### src/hdl/md5kc_pkg.sv
// ----------------------------------------------------------------------------
// md5kc_pkg
// types, constants and step functions of the md5 candidate key check core
// ----------------------------------------------------------------------------
`default_nettype none

package md5kc_pkg;

   // number of compression steps run per candidate
   localparam int STEPS_RUN = 63;

   // configuration register indexes
   localparam logic [2:0] CSR_TARGET_A = 3'd0;
   localparam logic [2:0] CSR_TARGET_B = 3'd1;
   localparam logic [2:0] CSR_TARGET_C = 3'd2;
   localparam logic [2:0] CSR_TARGET_D = 3'd3;

   // md5 initial values
   localparam logic [31:0] INIT_A = 32'h67452301;
   localparam logic [31:0] INIT_B = 32'hefcdab89;
   localparam logic [31:0] INIT_C = 32'h98badcfe;
   localparam logic [31:0] INIT_D = 32'h10325476;

   // round codes
   localparam logic [1:0] ROUND_F = 2'd0;
   localparam logic [1:0] ROUND_G = 2'd1;
   localparam logic [1:0] ROUND_H = 2'd2;
   localparam logic [1:0] ROUND_I = 2'd3;

   typedef struct packed {
      logic [31:0] a;
      logic [31:0] b;
      logic [31:0] c;
      logic [31:0] d;
   } md5kc_state_type;

   typedef struct packed {
      logic [31:0] word0;
      logic [31:0] word1;
      logic [31:0] word2;
      logic [31:0] word3;
      logic [7:0]  bit_length;
   } md5kc_key_type;

   // additive constant of each step
   function automatic logic [31:0] md5kc_k(input logic [5:0] idx);
      logic [31:0] k;
      case (idx)
         6'd0:  k = 32'hd76aa478;  6'd1:  k = 32'he8c7b756;
         6'd2:  k = 32'h242070db;  6'd3:  k = 32'hc1bdceee;
         6'd4:  k = 32'hf57c0faf;  6'd5:  k = 32'h4787c62a;
         6'd6:  k = 32'ha8304613;  6'd7:  k = 32'hfd469501;
         6'd8:  k = 32'h698098d8;  6'd9:  k = 32'h8b44f7af;
         6'd10: k = 32'hffff5bb1;  6'd11: k = 32'h895cd7be;
         6'd12: k = 32'h6b901122;  6'd13: k = 32'hfd987193;
         6'd14: k = 32'ha679438e;  6'd15: k = 32'h49b40821;
         6'd16: k = 32'hf61e2562;  6'd17: k = 32'hc040b340;
         6'd18: k = 32'h265e5a51;  6'd19: k = 32'he9b6c7aa;
         6'd20: k = 32'hd62f105d;  6'd21: k = 32'h02441453;
         6'd22: k = 32'hd8a1e681;  6'd23: k = 32'he7d3fbc8;
         6'd24: k = 32'h21e1cde6;  6'd25: k = 32'hc33707d6;
         6'd26: k = 32'hf4d50d87;  6'd27: k = 32'h455a14ed;
         6'd28: k = 32'ha9e3e905;  6'd29: k = 32'hfcefa3f8;
         6'd30: k = 32'h676f02d9;  6'd31: k = 32'h8d2a4c8a;
         6'd32: k = 32'hfffa3942;  6'd33: k = 32'h8771f681;
         6'd34: k = 32'h6d9d6122;  6'd35: k = 32'hfde5380c;
         6'd36: k = 32'ha4beea44;  6'd37: k = 32'h4bdecfa9;
         6'd38: k = 32'hf6bb4b60;  6'd39: k = 32'hbebfbc70;
         6'd40: k = 32'h289b7ec6;  6'd41: k = 32'heaa127fa;
         6'd42: k = 32'hd4ef3085;  6'd43: k = 32'h04881d05;
         6'd44: k = 32'hd9d4d039;  6'd45: k = 32'he6db99e5;
         6'd46: k = 32'h1fa27cf8;  6'd47: k = 32'hc4ac5665;
         6'd48: k = 32'hf4292244;  6'd49: k = 32'h432aff97;
         6'd50: k = 32'hab9423a7;  6'd51: k = 32'hfc93a039;
         6'd52: k = 32'h655b59c3;  6'd53: k = 32'h8f0ccc92;
         6'd54: k = 32'hffeff47d;  6'd55: k = 32'h85845dd1;
         6'd56: k = 32'h6fa87e4f;  6'd57: k = 32'hfe2ce6e0;
         6'd58: k = 32'ha3014314;  6'd59: k = 32'h4e0811a1;
         6'd60: k = 32'hf7537e82;  6'd61: k = 32'hbd3af235;
         6'd62: k = 32'h2ad7d2bb;
         default: k = 32'h0;
      endcase
      return k;
   endfunction

   // rotate amount from round and position in the group of four
   function automatic logic [4:0] md5kc_rot(input logic [5:0] idx);
      logic [4:0] s;
      case ({idx[5:4], idx[1:0]})
         4'd0:  s = 5'd7;   4'd1:  s = 5'd12;  4'd2:  s = 5'd17;  4'd3:  s = 5'd22;
         4'd4:  s = 5'd5;   4'd5:  s = 5'd9;   4'd6:  s = 5'd14;  4'd7:  s = 5'd20;
         4'd8:  s = 5'd4;   4'd9:  s = 5'd11;  4'd10: s = 5'd16;  4'd11: s = 5'd23;
         4'd12: s = 5'd6;   4'd13: s = 5'd10;  4'd14: s = 5'd15;  default: s = 5'd21;
      endcase
      return s;
   endfunction

   // message word index used by a step
   function automatic logic [3:0] md5kc_msg_idx(input logic [5:0] idx);
      logic [3:0] m;
      case (idx[5:4])
         ROUND_F: m = idx[3:0];
         ROUND_G: m = 4'd1 + 4'd5 * idx[3:0];
         ROUND_H: m = 4'd5 + 4'd3 * idx[3:0];
         default: m = 4'd7 * idx[3:0];
      endcase
      return m;
   endfunction

   // nonlinear function of each round
   function automatic logic [31:0] md5kc_round_fn(input logic [1:0] round,
                                                  input logic [31:0] x,
                                                  input logic [31:0] y,
                                                  input logic [31:0] z);
      logic [31:0] f;
      case (round)
         ROUND_F: f = (x & y) | (~x & z);
         ROUND_G: f = (x & z) | (y & ~z);
         ROUND_H: f = x ^ y ^ z;
         default: f = y ^ (x | ~z);
      endcase
      return f;
   endfunction

   // 32-bit rotate left
   function automatic logic [31:0] md5kc_rotl(input logic [31:0] v, input logic [4:0] s);
      logic [63:0] dbl;
      dbl = {v, v} << s;
      return dbl[63:32];
   endfunction

endpackage

`default_nettype wire

### src/hdl/md5kc_compare.sv
// ----------------------------------------------------------------------------
// md5kc_compare
// final state compare against the targets, doubles as the output register
// ----------------------------------------------------------------------------
`default_nettype none

module md5kc_compare (
   input  wire logic                       clock,
   input  wire logic                       reset,
   input  wire logic                       advance,
   input  wire logic                       valid_in,
   input  wire md5kc_pkg::md5kc_state_type state_in,
   input  wire md5kc_pkg::md5kc_key_type   key_in,
   input  wire md5kc_pkg::md5kc_state_type targets,
   output logic                            valid_out,
   output logic                            match_out,
   output md5kc_pkg::md5kc_key_type        key_out
);
   import md5kc_pkg::*;

   logic          valid_ff;
   logic          match_ff, match_in;
   md5kc_key_type key_ff;

   // all four words must hit
   assign match_in = (state_in.b == targets.b) && (state_in.a == targets.a) &&
                     (state_in.d == targets.d) && (state_in.c == targets.c);

   always_ff @(posedge clock) begin
      if (reset) begin
         valid_ff <= 1'b0;
      end else if (advance) begin
         valid_ff <= valid_in;
      end
   end

   always_ff @(posedge clock) begin
      if (advance) begin
         match_ff <= match_in;
         key_ff   <= key_in;
      end
   end

   assign valid_out = valid_ff;
   assign match_out = match_ff;
   assign key_out   = key_ff;

endmodule

`default_nettype wire

### config.mk
export PLATFORM = sky130hd
export DESIGN_NAME = md5kc_compare
export DESIGN_NICKNAME = d
export VERILOG_FILES = /design/src/hdl/md5kc_pkg.sv /design/src/hdl/md5kc_compare.sv
export SDC_FILE = /design/constraint.sdc
export NUM_CORES = 1
export LEC_CHECK = 0
export BUFFER_PORTS_ARGS = -buffer_cell sky130_fd_sc_hd__buf_2
export CORE_AREA = 3 3 207 209
export CTS_CLUSTER_SIZE = 8
export DETAILED_ROUTE_END_ITERATION = 16
export DIE_AREA = 0 0 210 212
export SYNTH_ARGS = -nofsm -noshare
export SYNTH_HDL_FRONTEND = slang
export SYNTH_SLANG_ARGS = --single-unit
### constraint.sdc
create_clock -name clock -period 1.8 [get_ports clock]
set_clock_uncertainty 0.1 [all_clocks]
set_input_delay 0.27 -clock clock [delete_from_list [all_inputs] [get_ports clock]]
set_output_delay 0.27 -clock clock [all_outputs]
set_load 0.05 [all_outputs]
==> results of run 1 <==
==> area by class of cell <==
class	count	area [um2]	share of cell area
multi-input combinational	173	1420	0.129
timing repair buffer	682	4160	0.380
tap	532	666	0.0608
sequential	138	4130	0.378
clock inverter	14	131	0.0120
clock buffer	18	429	0.0392
antenna	1	2.50	0.000229
==> per-stage QoR <==
step / hold slack (ps) / instances / util
6_report: 103 / 1558 / 0.267
5_1_grt: 82.5 / 1557 / 0.267
4_1_cts: 64.7 / 1557 / 0.266
3_5_place_dp: 341 / 1387 / 0.219
3_3_place_gp: 332 / 1387 / 0.219
2_1_floorplan: 242 / 311 / -
==> report_power, final <==
part	switching [W]	total, W	internal [W]
combinational	0.00141	0.00230	0.000885
clock	0.00149	0.00331	0.00182
sequential	0.0000740	0.00389	0.00381
total	0.00298	0.00949	0.00652
==> registers in the layout, indices dropped and copies added (netlist names) <==
register / count
key_out: 136
match_out: 1
valid_out: 1
==> layout by cell type (no fill, tap or decap) <==
cell type      instances
clkinv_4               3
clkinvlp_4             3
buf_4                  9
nor4_1                 7
clkinv_8               1
nor4_2                 1
mux2i_1                1
clkbuf_1               1
nor2_1                 2
buf_2                532
edfxtp_1             137
dlygate4sd3_1        138
dfxtp_1                1
inv_8                  2
clkbuf_16             17
nand4_1               34
buf_6                  1
diode_2                1
inv_6                  5
xnor2_2                1
buf_12                 2
xnor2_1              127
==> worst min path at each step <==
stage,startpoint,to,slack [ps],depth (start not counted)
after CTS,advance,key_out[94],60,1
final,advance,key_out[94],100,1
after global placement,reset,valid_out,330,2
after global routing,advance,key_out[32],80,1
after floorplan,reset,valid_out,240,1
after detailed placement,reset,valid_out,340,2
==> per-layer routing <==
layer | vias to the layer above | track usage
li1 | 2578 | -
met5 | - | 0
met1 | 2461 | 0.0927
met2 | 340 | 0.188
met4 | 0 | 0.0398
met3 | 22 | 0.0295
==> cells by family (layout without fill, tap and decap cells) <==
family | count (synthesis) | after routing | synth area share
DFF | 138 | 138 | 0.746
xor gates and xnor gates | 128 | 128 | 0.202
and+or+nand+nor | 44 | 44 | 0.0499
muxes | 1 | 1 | 0.00181
other | 0 | 1 | 0
buffers and inverters | 0 | 714 | 0
==> what timing repair did <==
item | in CTS | in global routing
hold buffers | 138 | 0
resized for setup | 0 | 1
endpoints found under the setup margin | 0 | 1
endpoints found under the hold margin | 137 | 0
setup buffers | 0 | 0
==> flow_summary_export.csv, run 1 <==
group,metric,value,unit
placement,dp_slack,-403,ps
placement,place_congestion,0.860,
detailed_routing,drt-pass1-iter-count,4,
setup_path,worstSetupEndpointType,"output pin",
setup_path,required,1430,ps
job,cap_violations,0,
setup_path,crit_slowest_cell,"edfxtp_1",
finish,area_growth,97.4,%
yosys,synth.area.top_cells,"edfxtp_1 74%, xnor2_1 20%, nand4_1 3.8%",
setup_path,timing.critical_path.buf_inv,1,
finish,drive_above_1_share,0.563,
yosys,yosysTopAreaCell,"edfxtp_1",
yosys,ys_seq_elements,138,
setup_path,worstReg2RegStart,"valid_out",
global_routing,first_global_vias,5762,
yosys,yosysMostFrequentCell,"edfxtp_1",
die,fp.dieH,212,um
yosys,synthCells,311,
global_routing,grt_pass1_wl,31600,um
pwr,ir_worst_vdd,0.513,mV
die,fp.dieW,210,um
finish,n_fill_cell,4209,
yosys,seq_area_frac_synth,0.746,
setup_path,worstSetupPathType,"reg2out",
die,rows,74,
detailed_routing,vias,5401,
yosys,avgSynthCellArea,17.8,um2
clocking,cts-root-buf,"clkbuf_16",
clocking,cts_tree,"yes",
detailed_routing,wl_per_cell,14.7,um
yosys,async_reset_ff_frac,0,
timing,fin_crit_sh,0.840,
setup_path,endpoint,"key_out[95]",
timing,fin_ws,288,ps
placement,port_buffers,533,
detailed_routing,top_layer,"met4",
clocking,insertion_delay,430,ps
setup_path,startpoint_type,"flip-flop",
detailed_routing,dr.first_iter.drc_count,238,
setup_path,reg2reg_slack,580,ps
detailed_routing,routed-wl-met2,12400,um
finish,stdcell_area,0.0109,mm2
setup_path,critPathTopFamily,"flip-flops",
detailed_routing,routed_wl,23000,um
timing,drv_slew,0,
timing,tns,0,ps
placement,dp_hpwl,18400,um
timing,post-route-min-period,1510,ps
yosys,netlist_top_cells_count,"137 x edfxtp_1, 128 x xnor2_1, 34 x nand4_1, 7 x nor4_1, 2 x nor2_1",
pwr,leakage,4.65,nW
clocking,cts_max_level,4,
die,io_pins,534,
timing,slew_headroom,0.668,
setup_path,path_max_fanout,1,
die,placeableCoreArea,0.0410,mm2
pwr,total_power,0.00949,W
die,initial_utilization,0.135,
timing,rsz0062_at_grt,"false",
global_routing,grtUsageTotal,0.0959,
yosys,synth-edff-count,137,
setup_path,crit_chain,"buf_2",
run_status,outcome,"completed",
finish,fin_nets,1408,
timing,hold_viol,0,
global_routing,antenna_found_initial,0,
setup_path,worstReg2RegEnd,"valid_out",
pwr,powerDensity,868,mW/mm2
detailed_routing,wl_met1,7970,um
timing,timing.fmax,661,MHz
global_routing,grt_max_degree,46,
clocking,cts_made_buffers,17,
min_path,hp-class,"in2reg",
timing,tightestPinTransition,493,ps
yosys,yosysWarnings,0,
clocking,cts_sinks,138,
setup_path,reg2reg_depth,3,
timing,setup_viol,0,
setup_path,arrival,1140,ps
yosys,syn_area,0.00554,mm2
detailed_routing,wl_met3,1940,um
setup_path,max_stage_delay,420,ps
detailed_routing,ant_nets,0,
detailed_routing,drcViolationCount,0,
die,die_area,0.0445,mm2
clocking,path_clk_slew,70,ps
clocking,clock_path_buffers,2,
yosys,yosys.area.top_type_share,0.742,
yosys,syn_nets,707,
setup_path,startpoint,"key_out[95]",
yosys,synth.distinct_cells,8,
setup_path,crit_cells,1,
placement,place_area,0.00899,mm2
global_routing,grt-ovfl-total,0,
detailed_routing,viasPerCell,3.47,
yosys,synth_ff_type,"edfxtp_1",
(Power assumes the default switching activity.)
==> run 2: changes to the inputs <==
- clock period: 1.8 -> 1.5 ns (I/O delays scaled with it)
==> flow_summary_export.csv, run 2 (same netlist as run 1, synthesis figures left out) <==
group,metric,value,unit
run_status,outcome,"completed",
min_path,hp-class,"in2reg",
die,fp.dieW,210,um
die,io_pins,534,
pwr,ir_worst_vdd,0.580,mV
placement,dp_hpwl,18500,um
timing,slew_headroom,0.774,
global_routing,grt_pass1_wl,31600,um
clocking,post_cts_buffers,0,
timing,fin_crit_sh,0.968,
die,die_area,0.0445,mm2
timing,setup_viol,0,
setup_path,worstSetupPathType,"reg2out",
finish,n_fill_cell,4193,
job,cap_violations,0,
finish,area_growth,99.6,%
finish,drive_above_1_share,0.568,
placement,place_congestion,0.854,
global_routing,grt-ovfl-total,0,
clocking,clock_path_buffers,2,
clocking,cts-root-buf,"clkbuf_16",
pwr,leakage,4.71,nW
detailed_routing,routed_wl,22900,um
finish,fin_nets,1413,
finish,final_common_cell,"buf_2",
global_routing,grtUsageTotal,0.0951,
setup_path,worstSetupEndpointType,"output pin",
setup_path,max_stage_delay,400,ps
global_routing,grt_max_degree,29,
timing,post-route-min-period,1450,ps
detailed_routing,dr.first_iter.drc_count,178,
die,rows,74,
global_routing,antenna_found_initial,1,
detailed_routing,vias,5434,
detailed_routing,wl_per_cell,14.6,um
pwr,powerDensity,1070,mW/mm2
setup_path,startpoint_type,"flip-flop",
timing,timing.fmax,689,MHz
setup_path,crit_slowest_cell,"edfxtp_1",
die,placeableCoreArea,0.0410,mm2
timing,fin_ws,47.8,ps
clocking,path_clk_slew,60,ps
setup_path,critPathTopFamily,"flip-flops",
placement,port_buffers,533,
die,initial_utilization,0.135,
timing,hold_viol,0,
detailed_routing,ant_nets,0,
setup_path,timing.critical_path.buf_inv,1,
clocking,cts_tree,"yes",
placement,placedCellCount,1395,
detailed_routing,drt-pass1-iter-count,4,
timing,rsz0062_at_grt,"false",
timing,tightestPinTransition,335,ps
finish,largest_register_ff_count,136,
setup_path,required,1170,ps
setup_path,crit_chain,"buf_2",
finish,mostFrequentLayoutCells,"529 x buf_2, 138 x dlygate4sd3_1, 137 x edfxtp_1",
setup_path,arrival,1130,ps
timing,drv_slew,0,
placement,dp_slack,-619,ps
clocking,cts_made_buffers,17,
clocking,cts_sinks,138,
detailed_routing,viasPerCell,3.48,
global_routing,first_global_vias,5891,
die,fp.dieH,212,um
detailed_routing,drcViolationCount,0,
clocking,insertion_delay,420,ps
setup_path,path_max_fanout,1,
finish,final_cell_count_no_fill,1563,
clocking,cts_max_level,4,
timing,whs,100,ps
timing,tns,0,ps
[run 2: cell types whose count changed in the layout (fill, tap and decap cells not counted), sizes merged]
cell      before  now
clkinv         4    2
clkinvlp       3    2
buf          544  549
bufinv         0    3
[run 2: path summary, 6_finish.rpt]
kind	endpoint	from	slack, ps	depth (start not counted)
worst max-delay path	key_out[121]	key_out[121]	50	1
worst min-delay path	key_out[34]	advance	100	1
worst max register to register	valid_out	valid_out	270	3
worst min register to register	valid_out	valid_out	940	3
[run 2: repair_timing]
item	in CTS	in global routing
pin swaps	8	5
endpoints found under the setup margin	2	1
resized for setup	7	2
endpoints found under the hold margin	137	0
hold buffers	138	0
[run 2: metal layers]
metal	part of all wire	GRT usage	up-vias
li1	-	-	2587
met1	0.35	0.0906	2470
met2	0.53	0.181	346
met3	0.081	0.0291	31
met4	0.035	0.0542	0
met5	0	0	-
[run 2: per-stage QoR]
stage	instance area [um2]	util	total power, W
finish	11100	0.270	0.0118
global route	11100	0.270	0.0123
CTS	11000	0.269	0.0120
detailed placement	9040	0.220	0.00723
global placement	9040	0.220	0.00720
floorplan	5540	-	0.00614
[run 2: area by class of cell]
class,instances,area [um2],area share
flip-flops and latches,138,4130,0.374
clock buffers,18,429,0.0388
repair buffers,687,4200,0.380
well taps,532,666,0.0602
diodes,1,2.50,0.000226
multi-input cells,173,1450,0.131
clock inverters,14,185,0.0167
[run 2: power breakdown]
group / switching (W) / leakage [nW] / internal, W
registers: 0.0000902 / 1.35 / 0.00458
logic: 0.00170 / 3.06 / 0.00107
clock network: 0.00171 / 0.296 / 0.00266
total: 0.00350 / 4.71 / 0.00831
